===== src/sv/bch44_pkg.sv =====
// Package for the BCH(44,32) codec: widths, the parity rows, table entry types
// and the parity and syndrome functions.
// Depends on nothing; every other file of the codec imports it.
`timescale 1ns / 1ps

package bch44_pkg;

    localparam int CW_BITS   = 44;
    localparam int DATA_BITS = 32;
    localparam int PAR_BITS  = 12;
    localparam int POS_W     = 6;
    localparam int SYN_DEPTH = 1 << PAR_BITS;

    localparam logic [1:0] ST_CLEAN     = 2'd0;
    localparam logic [1:0] ST_CORRECTED = 2'd1;
    localparam logic [1:0] ST_UNCORR    = 2'd2;

    localparam logic REQ_ENCODE = 1'b0;
    localparam logic REQ_DECODE = 1'b1;

    // Parity row for message bit 31-r; parity column k sits at bit 11-k.
    localparam logic [PAR_BITS-1:0] PAR_ROW [0:DATA_BITS-1] = '{
        12'hA9C, 12'h54E, 12'h2A7, 12'hBCF, 12'hF7B, 12'hD21, 12'hC0C, 12'h606,
        12'h303, 12'hB1D, 12'hF12, 12'h789, 12'h958, 12'h4AC, 12'h256, 12'h12B,
        12'hA09, 12'hF98, 12'h7CC, 12'h3E6, 12'h1F3, 12'hA65, 12'hFAE, 12'h7D7,
        12'h977, 12'hE27, 12'hD8F, 12'hC5B, 12'hCB1, 12'hCC4, 12'h662, 12'h331
    };

    typedef enum logic [1:0] {
        FIX_NONE,
        FIX_SINGLE,
        FIX_DOUBLE
    } fix_kind_t;

    typedef struct packed {
        fix_kind_t        kind;
        logic [POS_W-1:0] pos_hi;
        logic [POS_W-1:0] pos_lo;
    } fix_entry_t;

    typedef struct packed {
        logic                we;
        logic [PAR_BITS-1:0] addr;
        fix_entry_t          data;
    } map_wr_t;

    typedef enum logic [1:0] {
        INIT_CLEAR,
        INIT_SINGLE,
        INIT_PAIR,
        INIT_DONE
    } init_state_t;

    function automatic logic [PAR_BITS-1:0] rev12(input logic [PAR_BITS-1:0] x);
        logic [PAR_BITS-1:0] r;
        for (int i = 0; i < PAR_BITS; i++)
        begin
            r[PAR_BITS-1-i] = x[i];
        end
        return r;
    endfunction

    function automatic logic [PAR_BITS-1:0] parity_of(input logic [DATA_BITS-1:0] msg);
        logic [PAR_BITS-1:0] p;
        p = '0;
        for (int r = 0; r < DATA_BITS; r++)
        begin
            if (msg[DATA_BITS-1-r])
            begin
                p = p ^ PAR_ROW[r];
            end
        end
        return p;
    endfunction

    function automatic logic [PAR_BITS-1:0] syndrome_of(input logic [CW_BITS-1:0] word);
        return rev12(parity_of(word[CW_BITS-1:PAR_BITS]) ^ word[PAR_BITS-1:0]);
    endfunction

    // Syndrome left by a single error at codeword bit pos.
    function automatic logic [PAR_BITS-1:0] col_syn(input logic [POS_W-1:0] pos);
        logic [POS_W-1:0] idx;
        idx = POS_W'(CW_BITS - 1) - pos;
        if (pos >= POS_W'(PAR_BITS))
        begin
            return rev12(PAR_ROW[idx[4:0]]);
        end
        return PAR_BITS'(1) << (POS_W'(PAR_BITS - 1) - pos);
    endfunction

endpackage


===== src/sv/bch44_fill.sv =====
// Start-up sequencer that clears the syndrome table and then writes the
// entry of every one-bit and two-bit error pattern. Depends on bch44_pkg.
`timescale 1ns / 1ps

module bch44_fill
    import bch44_pkg::*;
(
    input  logic    clk,
    input  logic    rst_n,
    output map_wr_t wr,
    output logic    done
);

    init_state_t      state_reg, state_next;
    logic [PAR_BITS-1:0] clr_addr_reg, clr_addr_next;
    logic [POS_W-1:0] pos_a_reg, pos_a_next;
    logic [POS_W-1:0] pos_b_reg, pos_b_next;

    logic clr_last;
    logic single_last;
    logic pair_row_last;
    logic pair_last;

    assign clr_last      = (clr_addr_reg == {PAR_BITS{1'b1}});
    assign single_last   = (pos_a_reg == POS_W'(CW_BITS - 1));
    assign pair_row_last = (pos_b_reg == POS_W'(CW_BITS - 1));
    assign pair_last     = pair_row_last && (pos_a_reg == POS_W'(CW_BITS - 2));

    always_comb
    begin
        state_next = state_reg;
        unique case (state_reg)
            INIT_CLEAR:  if (clr_last) state_next = INIT_SINGLE;
            INIT_SINGLE: if (single_last) state_next = INIT_PAIR;
            INIT_PAIR:   if (pair_last) state_next = INIT_DONE;
            INIT_DONE:   state_next = INIT_DONE;
            default:     state_next = INIT_CLEAR;
        endcase
    end

    // Entries are written in the reverse of the search priority, so the
    // pattern that would be tried first is the one left in the table.
    always_comb
    begin
        clr_addr_next = clr_addr_reg;
        pos_a_next    = pos_a_reg;
        pos_b_next    = pos_b_reg;
        unique case (state_reg)
            INIT_CLEAR:
            begin
                clr_addr_next = clr_addr_reg + 1'b1;
                pos_a_next    = '0;
            end
            INIT_SINGLE:
            begin
                if (single_last)
                begin
                    pos_a_next = '0;
                    pos_b_next = POS_W'(1);
                end
                else
                begin
                    pos_a_next = pos_a_reg + 1'b1;
                end
            end
            INIT_PAIR:
            begin
                if (pair_row_last)
                begin
                    pos_a_next = pos_a_reg + 1'b1;
                    pos_b_next = pos_a_reg + POS_W'(2);
                end
                else
                begin
                    pos_b_next = pos_b_reg + 1'b1;
                end
            end
            default:
            begin
                clr_addr_next = clr_addr_reg;
            end
        endcase
    end

    always_comb
    begin
        wr.we          = 1'b0;
        wr.addr        = clr_addr_reg;
        wr.data.kind   = FIX_NONE;
        wr.data.pos_hi = pos_a_reg;
        wr.data.pos_lo = pos_a_reg;
        done           = 1'b0;
        unique case (state_reg)
            INIT_CLEAR:
            begin
                wr.we = 1'b1;
            end
            INIT_SINGLE:
            begin
                wr.we        = 1'b1;
                wr.addr      = col_syn(pos_a_reg);
                wr.data.kind = FIX_SINGLE;
            end
            INIT_PAIR:
            begin
                wr.we          = 1'b1;
                wr.addr        = col_syn(pos_a_reg) ^ col_syn(pos_b_reg);
                wr.data.kind   = FIX_DOUBLE;
                wr.data.pos_hi = pos_b_reg;
                wr.data.pos_lo = pos_a_reg;
            end
            INIT_DONE:
            begin
                done = 1'b1;
            end
            default:
            begin
                done = 1'b0;
            end
        endcase
    end

    always_ff @(posedge clk or negedge rst_n)
    begin
        if (!rst_n)
        begin
            state_reg    <= INIT_CLEAR;
            clr_addr_reg <= '0;
            pos_a_reg    <= '0;
            pos_b_reg    <= '0;
        end
        else
        begin
            state_reg    <= state_next;
            clr_addr_reg <= clr_addr_next;
            pos_a_reg    <= pos_a_next;
            pos_b_reg    <= pos_b_next;
        end
    end

endmodule


===== config.mk =====
export PLATFORM = sky130hd
export DESIGN_NAME = bch44_fill
export DESIGN_NICKNAME = d
export VERILOG_FILES = /design/src/sv/bch44_pkg.sv /design/src/sv/bch44_fill.sv
export SDC_FILE = /design/constraint.sdc
export NUM_CORES = 1
export LEC_CHECK = 0
export ABC_AREA = 1
export ABC_CLOCK_PERIOD_IN_PS = 2700
export BUFFER_PORTS_ARGS = -buffer_cell sky130_fd_sc_hd__buf_2
export CAP_MARGIN = 40
export CORE_ASPECT_RATIO = 1.5
export CORE_UTILIZATION = 30
export CTS_CLUSTER_DIAMETER = 80
export DETAILED_ROUTE_END_ITERATION = 8
export PLACE_DENSITY_LB_ADDON = 0.25
export REMOVE_ABC_BUFFERS = 1
export SYNTH_ARGS = -nofsm -noshare
export SYNTH_HDL_FRONTEND = slang
export SYNTH_SLANG_ARGS = --single-unit
export TNS_END_PERCENT = 10

===== constraint.sdc =====
create_clock -name clk -period 2.7 [get_ports clk]
set_clock_uncertainty 0.2 [all_clocks]
set_input_delay 0 -clock clk [delete_from_list [all_inputs] [get_ports clk]]
set_output_delay 0 -clock clk [all_outputs]
set_load 0.05 [all_outputs]

# After elaboration in Yosys (flattened, before gate mapping)
# Memories as Yosys holds them, arrays and structs flattened.
# Cells that the tools add are included.
# word_totals
regBits	26
rom_bits	768
in_bits	2
word_cells	72
memories	2
# op_classes
add_sub_neg	8
order_cmp	4
eq_ne	11
n_shift	2
n_mux	30
bitwise_logic	3
reduce_logical	8
# mem_list
memory	depth	width	read_ports	rd_ports_with_merged_regs	wr	line_no	source
(no name shown)	32	12	1	0	0	bch44_pkg.sv:86	return rev12(PAR_ROW[idx[4:0]]);
(no name shown)	32	12	1	0	0	bch44_pkg.sv:86	
# op_table
operator	n
two-way mux 12 bit	12
one-hot mux 14 bit (2 select lines)	1
two-way mux 6 bit	4
<< shifter 1 x 6 -> 12 bit (first input constant)	2
== test 6 bit (second input constant)	3
one-hot mux 6 bit (3 select lines)	1
adder 12 x 1 -> 12 bit (second input constant)	1
adder 6 x 1 -> 6 bit (second input constant)	2
== test 12 bit (second input constant)	1
greater-or-equal comparator 6 x 4 -> 1 bit (second input constant)	2
greater-or-equal comparator 6 bit (second input constant)	2
NOT 5 -> 6 bit	2
one-hot mux 6 bit (2 select lines)	1
subtractor 4 x 6 -> 6 bit (first input constant)	2
bitwise XOR 12 bit	1
subtractor 4 x 5 -> 5 bit (first input constant)	2
!= test 2 bit (second input constant)	4
one-hot mux 2 bit (4 select lines)	1
two-way mux 1 bit	7
adder 6 x 2 -> 6 bit (second input constant)	1
two-way mux 2 bit	3
== test 2 bit (second input constant)	2
AND reduction 2 bit	2
AND reduction 3 bit	1
other kinds (6)	6

# Longest topological paths before layout
# Gate-level depths: netlist of the first run.
# logic_depth
word_depth	10
ltp_mapped	16

# Worst setup path after synthesis of the first run
# Ideal clock, no wire load.
# synth_timing
path_type	flip-flop to output port
start	register pos_a_reg[2]
end	output port wr[19] (netlist name)
arrival_ns	3.062
t_required_ns	2.500
slack_ns	-0.562
path_stages_with_launch	15
n_path_buf	3
cell_sequence	dfrtp_1 -> buf_6 -> clkinv_4 -> buf_6 -> ha_1 -> clkinv_1 -> clkbuf_1 -> nand3_1 -> nor2_1 -> nand2_1 -> nand2_1 -> nand2_1 -> nand2_1 -> inv_1 -> a21oi_1
# synth_rtl
element	line_no	source
from (decl)	bch44_fill.sv:16	logic [POS_W-1:0] pos_a_reg, pos_a_next;
from (signal assigned)	bch44_fill.sv:136	pos_a_reg <= pos_a_next;
to (decl)	bch44_fill.sv:10	output map_wr_t wr,

==> flow_summary_export.csv, run 1 <==
group,metric,value,unit
cells_and_area,num_antenna_cells,0,
cells_and_area,nFillCells,1456,
worst_setup_path,worstPathRequired,2500,ps
route,vias_per_cell,5.26,
clock_tree,htree_levels,1,
clock_tree,numCtsBuffers,3,
power,combPwrFrac,0.013,
cells_and_area,fin_area,4740,um2
clock_tree,cts_sinks,26,
global_route,busiest_layer,"met2",
power,vdd_drop_max,0.184,mV
logic_synthesis,synth_area,4070,um2
route,drt-pass1-iter-count,6,
floorplan,coreArea,13100,um2
logic_synthesis,ys_ff_latch,26,
job,maxCapViolCount,0,
floorplan,start_util,0.311,
global_route,grt.met3_usage,0.00967,
sta,rsz0062_at_grt,"true",
route,ant_nets,0,
floorplan,ioPinCount,30,
logic_synthesis,synth_top_area_cell,"nand2_1",
clock_tree,cts_tree,"yes",
logic_synthesis,synth_cell_types,38,
clock_tree,clock_latency,270,ps
cells_and_area,drive_gt1_frac,0.162,
worst_setup_path,cp_max_fo,9,
sta,fin_crit_sh,0.952,
worst_setup_path,start_kind,"flop",
logic_synthesis,synth_area_leaders,"nand2_1 (21%), dfrtp_1 (16%), nand3_1 (15%)",
route,drc_errors,0,
sta,worst_pin_slew,650,ps
logic_synthesis,synth.avg_cell_area,5.78,um2
floorplan,die_height,145,um
sta,hold-worst-slack,93.6,ps
global_route,grt_max_degree,30,
route,vias,4722,
global_route,first_global_vias,4535,
route,wl_per_cell,15.7,um
clock_tree,clockBufferDepth,2,
place,dpl_cell_area,4430,um2
global_route,gr-total-overflow,0,
sta,fin_crit,2570,ps
clock_tree,cts_root_buffer,"clkbuf_16",
route,drt-initial-drc-count,264,
clock_tree,path_clk_slew,80,ps
logic_synthesis,ys_warn_count,0,
place,io_buffers,29,
global_route,use_met2,0.376,
cells_and_area,largest_register_ffs,12,
logic_synthesis,seq_area_frac_synth,0.160,
power,power.share.clock,0.490,
global_route,grt.total_usage,0.206,
place,dp_hpwl,11000,um
power,p_leak,2.51,nW
place,gp_congestion,0.927,
worst_setup_path,crit_type,"reg2out",
sta,hold_viol_final,0,
cells_and_area,fin_nets,776,
floorplan,die_w,97.1,um
floorplan,dieArea,14000,um2
cells_and_area,area_growth,16.6,%
sta,drv_slew,0,
power,power_density,165,nW/um2
sta,maxSlewHeadroom,0.567,
floorplan,num_rows,51,
cells_and_area,fin_util,0.363,
power,pwr-share-seq,0.498,
power,p_int,0.618,mW
sta,fmax,389,MHz
global_route,antenna_found_initial,0,
global_route,grt_pass1_wl,23200,um
power,p_switching,0.164,mW
power,p_sw_frac,0.209,
route,wl,14100,um
cells_and_area,multiInputGateArea,3070,um2
sta,finalSetupViolCount,0,
worst_setup_path,endpoint_kind,"output port",
logic_synthesis,netlist.area_leader.share,0.213,
global_route,use_met1,0.237,
worst_setup_path,crit_arrival,2370,ps
cells_and_area,ff_latch_area,658,um2
logic_synthesis,netlist_instances,704,
hold_path,hold_class,"in2async",
status,status,"finished, final reports clean",
==> power groups by stage <==
| stage | clock network (mW) | logic, mW | registers (mW) |
|---|---|---|---|
| 6_report | 0.383 | 0.00980 | 0.389 |
| 5_1_grt | 0.408 | 0.0116 | 0.389 |
| 4_1_cts | 0.392 | 0.0107 | 0.389 |
| 3_5_place_dp | 0 | 0.00959 | 0.397 |
| 3_3_place_gp | 0 | 0.00944 | 0.397 |
| 2_1_floorplan | 0 | 0.00000179 | 0.397 |
==> layout by cell type, fill, tap and decap left out, drive strengths merged <==
cell and count:
clkinv 4, nand4 17, a31oi 1, or2 2
o211ai 4, o2111ai 1, o21ai 31, nand2 238
a21boi 1, buf 59, a32oi 1, dlygate4sd3 1
ha 34, nor2 71, nand3 126, xor2 7
a21oi 31, inv 65, mux2 1, xnor2 4
o22ai 8, nor3 2, dfrtp 26, clkbuf 4
==> cells by family after synthesis <==
group,share of synthesized area
muxes,0.00277
AOI/OAI and AO/OA,0.107
DFF,0.160
adders and majority gates,0.105
xor gates and xnor gates,0.0237
buffers and inverters,0.107
and+or+nand+nor,0.496
==> stage by stage <==
stage | setup slack [ps] | TNS (ps) | instances | total power, mW
final | 129 | 0 | 898 | 0.782
after global routing | -28.8 | -81.9 | 898 | 0.809
after CTS | 1.38 | 0 | 893 | 0.792
after detailed placement | 262 | 0 | 888 | 0.406
after global placement | 235 | 0 | 888 | 0.406
after floorplan | -1550 | -16110 | 675 | 0.397
==> metal layers <==
metal,wire [um],share of wire,vias to the layer above
met4,886,0.063,0
met5,0,0,-
met1,5700,0.41,2139
met3,364,0.026,59
met2,7110,0.51,144
li1,-,-,2380
==> synth_stat cells (all sizes together) <==
master   instances
inv             64
o2111ai          1
ha              34
xor2             7
nand3          126
o21ai           31
o211ai           4
nand2          238
a21boi           1
o22ai            8
nor2            71
buf             21
dfrtp           26
clkinv           5
xnor2            4
mux2             1
a21oi           31
nand4           17
clkbuf           8
a31oi            1
nor3             2
a32oi            1
or2              2
==> final cells by class <==
class                      instances  share of cell area
sequential                        26               0.139
tap                              159              0.0419
clock buffer                       4              0.0187
multi-input combinational        580               0.647
timing repair buffer              60              0.0973
inverter                          69              0.0567
==> path summary, 6_finish.rpt <==
check,slack (ps),end,start,cells past startpoint
min reg2reg,310,clr_addr_reg[8]$_DFFE_PN0P_,clr_addr_reg[8]$_DFFE_PN0P_,1
max,130,wr[21],pos_a_reg[2]$_DFFE_PN0P_,11
min in group clk,310,clr_addr_reg[8]$_DFFE_PN0P_,clr_addr_reg[8]$_DFFE_PN0P_,1
max reg2reg,450,pos_a_reg[3]$_DFFE_PN0P_,pos_b_reg[0]$_DFFE_PN0P_,7
max in group asynchronous,1750,pos_a_reg[1]$_DFFE_PN0P_,rst_n,2
min,90,pos_a_reg[4]$_DFFE_PN0P_,rst_n,2
==> what timing repair did <==
item                                   CTS  global route
pin swaps                                0             3
hold buffers                             1             0
buffers inserted                         0             5
endpoints found under the hold margin   26             0
resized for setup                        5            53
setup endpoints to repair                5            12
==> critical path, cell delays in order, from the launching register on <==
cell and delay [ps]:
dfrtp_2 410, clkinv_4 50, ha_1 320, inv_2 100, buf_4 170, nand2_1 100
nor3_1 200, nand2_1 90, o21ai_1 130, a21oi_1 110, a21oi_2 190, buf_4 220
Power figures use the tool's default switching activity.
==> run 2: changes to the inputs <==
Settings changed: CELL_PAD_IN_SITES_DETAIL_PLACEMENT set to 1, CELL_PAD_IN_SITES_GLOBAL_PLACEMENT set to 1, CORE_UTILIZATION 30 to 35, GPL_TIMING_DRIVEN set to 0.
==> run 2 against run 1 <==
Effect of this change:
- the flow now finishes with violations (negative setup slack)
- combinational power up 4%
- global-route usage grew 6.7 points
- worst setup slack got worse by 200 ps
- routed wire length increased by 17%
- first-iteration DRC count down 31%
- die area fell by 14%
- sequential cell count stayed put
- final area is 4.6% higher
- register-to-register slack got worse by 180 ps
- critical path type unchanged
==> flow_summary_export.csv, run 2 (synthesis results as in run 1) <==
group,metric,value,unit
status,status,"finished with violations",
status,violations,"negative setup slack",
worst_setup_path,cp_max_fo,7,
floorplan,die_w,90.0,um
route,wl,16500,um
route,ant_nets,0,
clock_tree,numCtsBuffers,3,
sta,fin_crit,2770,ps
power,power_density,160,nW/um2
global_route,grt.total_usage,0.273,
worst_setup_path,critPathMaxStageDelay,490,ps
clock_tree,path_clk_slew,70,ps
cells_and_area,most-common-layout-cells,"nand2_1 (226), nand3_1 (123), nor2_1 (56), inv_1 (54), buf_4 (30)",
worst_setup_path,worstPathRequired,2500,ps
clock_tree,cts_tree,"yes",
route,vias,4958,
sta,fin_crit_sh,1.03,
power,vdd_drop_max,0.200,mV
cells_and_area,num_antenna_cells,0,
hold_path,hold_class,"in2async",
sta,drv_slew,0,
worst_setup_path,crit_type,"reg2out",
route,wl_per_cell,18.5,um
cells_and_area,ff_latch_area,664,um2
floorplan,start_util,0.364,
floorplan,num_rows,47,
sta,rsz0062_at_grt,"true",
global_route,first_global_vias,5271,
worst_setup_path,crit_top_cell,"nand2_1",
route,drc_errors,0,
route,vias_per_cell,5.56,
cells_and_area,fin_area,4960,um2
sta,fmax,361,MHz
power,p_leak,2.52,nW
global_route,grt_pass1_wl,26500,um
place,gp_congestion,0.936,
floorplan,dieArea,12100,um2
route,drt-initial-drc-count,183,
route,drt-pass1-iter-count,5,
cells_and_area,nFillCells,1547,
floorplan,coreArea,11200,um2
floorplan,ioPinCount,30,
sta,hold_viol_final,0,
sta,fin_ws,-68.0,ps
job,maxCapViolCount,0,
cells_and_area,fin_util,0.444,
clock_tree,clockBufferDepth,2,
worst_setup_path,crit_family,"simple AND/OR/NAND/NOR gates",
global_route,grt_max_degree,28,
power,p_switching,0.173,mW
worst_setup_path,worstPathCellList,"clkinv_8 > ha_4 > clkinvlp_4 > a21oi_4 > nand2_1 > nand3_1 > nand2_1 > nand2_1 > nand2_1 > nand2_1 > nand3_2 > a21oi_2 > buf_6",
clock_tree,cts_root_buffer,"clkbuf_16",
cells_and_area,area_growth,21.9,%
worst_setup_path,cp_slowest_cell,"dfrtp_4",
power,power.share.clock,0.496,
cells_and_area,largest_register_ffs,12,
worst_setup_path,endpoint_kind,"output port",
power,p_int,0.619,mW
floorplan,die_height,134,um
power,pwr-share-seq,0.491,
place,dp_hpwl,11200,um
worst_setup_path,cp.buffers_inverters,3,
power,p_sw_frac,0.219,
sta,worst_pin_slew,685,ps
worst_setup_path,crit_arrival,2570,ps
cells_and_area,fin_nets,782,
cells_and_area,drive_gt1_frac,0.197,
worst_setup_path,r2r_slack,270,ps
sta,maxSlewHeadroom,0.543,
clock_tree,htree_levels,1,
place,dpl_cell_area,4250,um2
global_route,gr-total-overflow,0,
worst_setup_path,start_kind,"flop",
place,io_buffers,29,
clock_tree,cts_sinks,26,
clock_tree,clock_latency,280,ps
cells_and_area,layout_commonest_cell,"nand2_1",
cells_and_area,multiInputGateArea,3180,um2
sta,finalSetupViolCount,4,
power,combPwrFrac,0.013,
global_route,antenna_found_initial,0,
## run 2: changes by cell type in the layout (fill, tap and decap cells not counted), sizes merged
cell,before,now
clkinvlp,0,4
inv,65,62
buf,59,62
clkinv,4,6
## run 2: power groups by stage
stage	clock network, mW	registers [mW]	logic, mW
after floorplan	0	0.397	0.00000179
after global placement	0	0.397	0.00909
after detailed placement	0	0.397	0.00991
after CTS	0.399	0.389	0.0109
after global routing	0.410	0.389	0.0120
final	0.393	0.389	0.0102
## run 2: routing by layer
| layer | wire length (um) | vias to the layer above | global-route usage | share of wire |
|---|---|---|---|---|
| li1 | - | 2383 | - | - |
| met1 | 6710 | 2380 | 0.314 | 0.41 |
| met2 | 8550 | 144 | 0.511 | 0.52 |
| met3 | 481 | 51 | 0.0130 | 0.029 |
| met4 | 733 | 0 | 0.133 | 0.045 |
| met5 | 0 | - | 0 | 0 |
## run 2: path summary, 6_finish.rpt
kind | startpoint | endpoint | cells past startpoint
max in group asynchronous | rst_n | pos_b_reg[2]$_DFFE_PN0P_ | 2
min in group clk | clr_addr_reg[11]$_DFFE_PN0P_ | clr_addr_reg[11]$_DFFE_PN0P_ | 1
worst min-delay path | rst_n | pos_a_reg[2]$_DFFE_PN0P_ | 2
worst max-delay path | pos_b_reg[2]$_DFFE_PN0P_ | wr[21] | 13
worst max register to register | pos_b_reg[0]$_DFFE_PN0P_ | pos_a_reg[2]$_DFFE_PN0P_ | 8
worst min register to register | clr_addr_reg[11]$_DFFE_PN0P_ | clr_addr_reg[11]$_DFFE_PN0P_ | 1
## run 2: through the flow
stage / setup TNS [ps] / hold WS (ps) / instances / total power, mW / worst slack, ps
floorplan: -16110 / -496 / 675 / 0.397 / -1550
global placement: -21470 / -148 / 851 / 0.406 / -1900
detailed placement: -22730 / -122 / 852 / 0.407 / -2020
CTS: -28.0 / 123 / 886 / 0.799 / -22.3
global route: -897 / 175 / 892 / 0.811 / -142
finish: -154 / 100 / 892 / 0.792 / -68.0
## run 2: cell type report
type	count	share of cell area
multi-input cells	580	0.642
repair buffers	63	0.103
well taps	147	0.0371
inverters	69	0.0626
flip-flops and latches	26	0.134
clock buffers	4	0.0179
repair inverters	3	0.00378
## run 2: what timing repair did
action,in CTS,in global routing
hold endpoints to repair,26,0
cloned,3,0
gates resized for setup,59,35
pin swaps,6,14
setup buffers,26,6
endpoints found under the setup margin,21,12
hold buffers,1,0
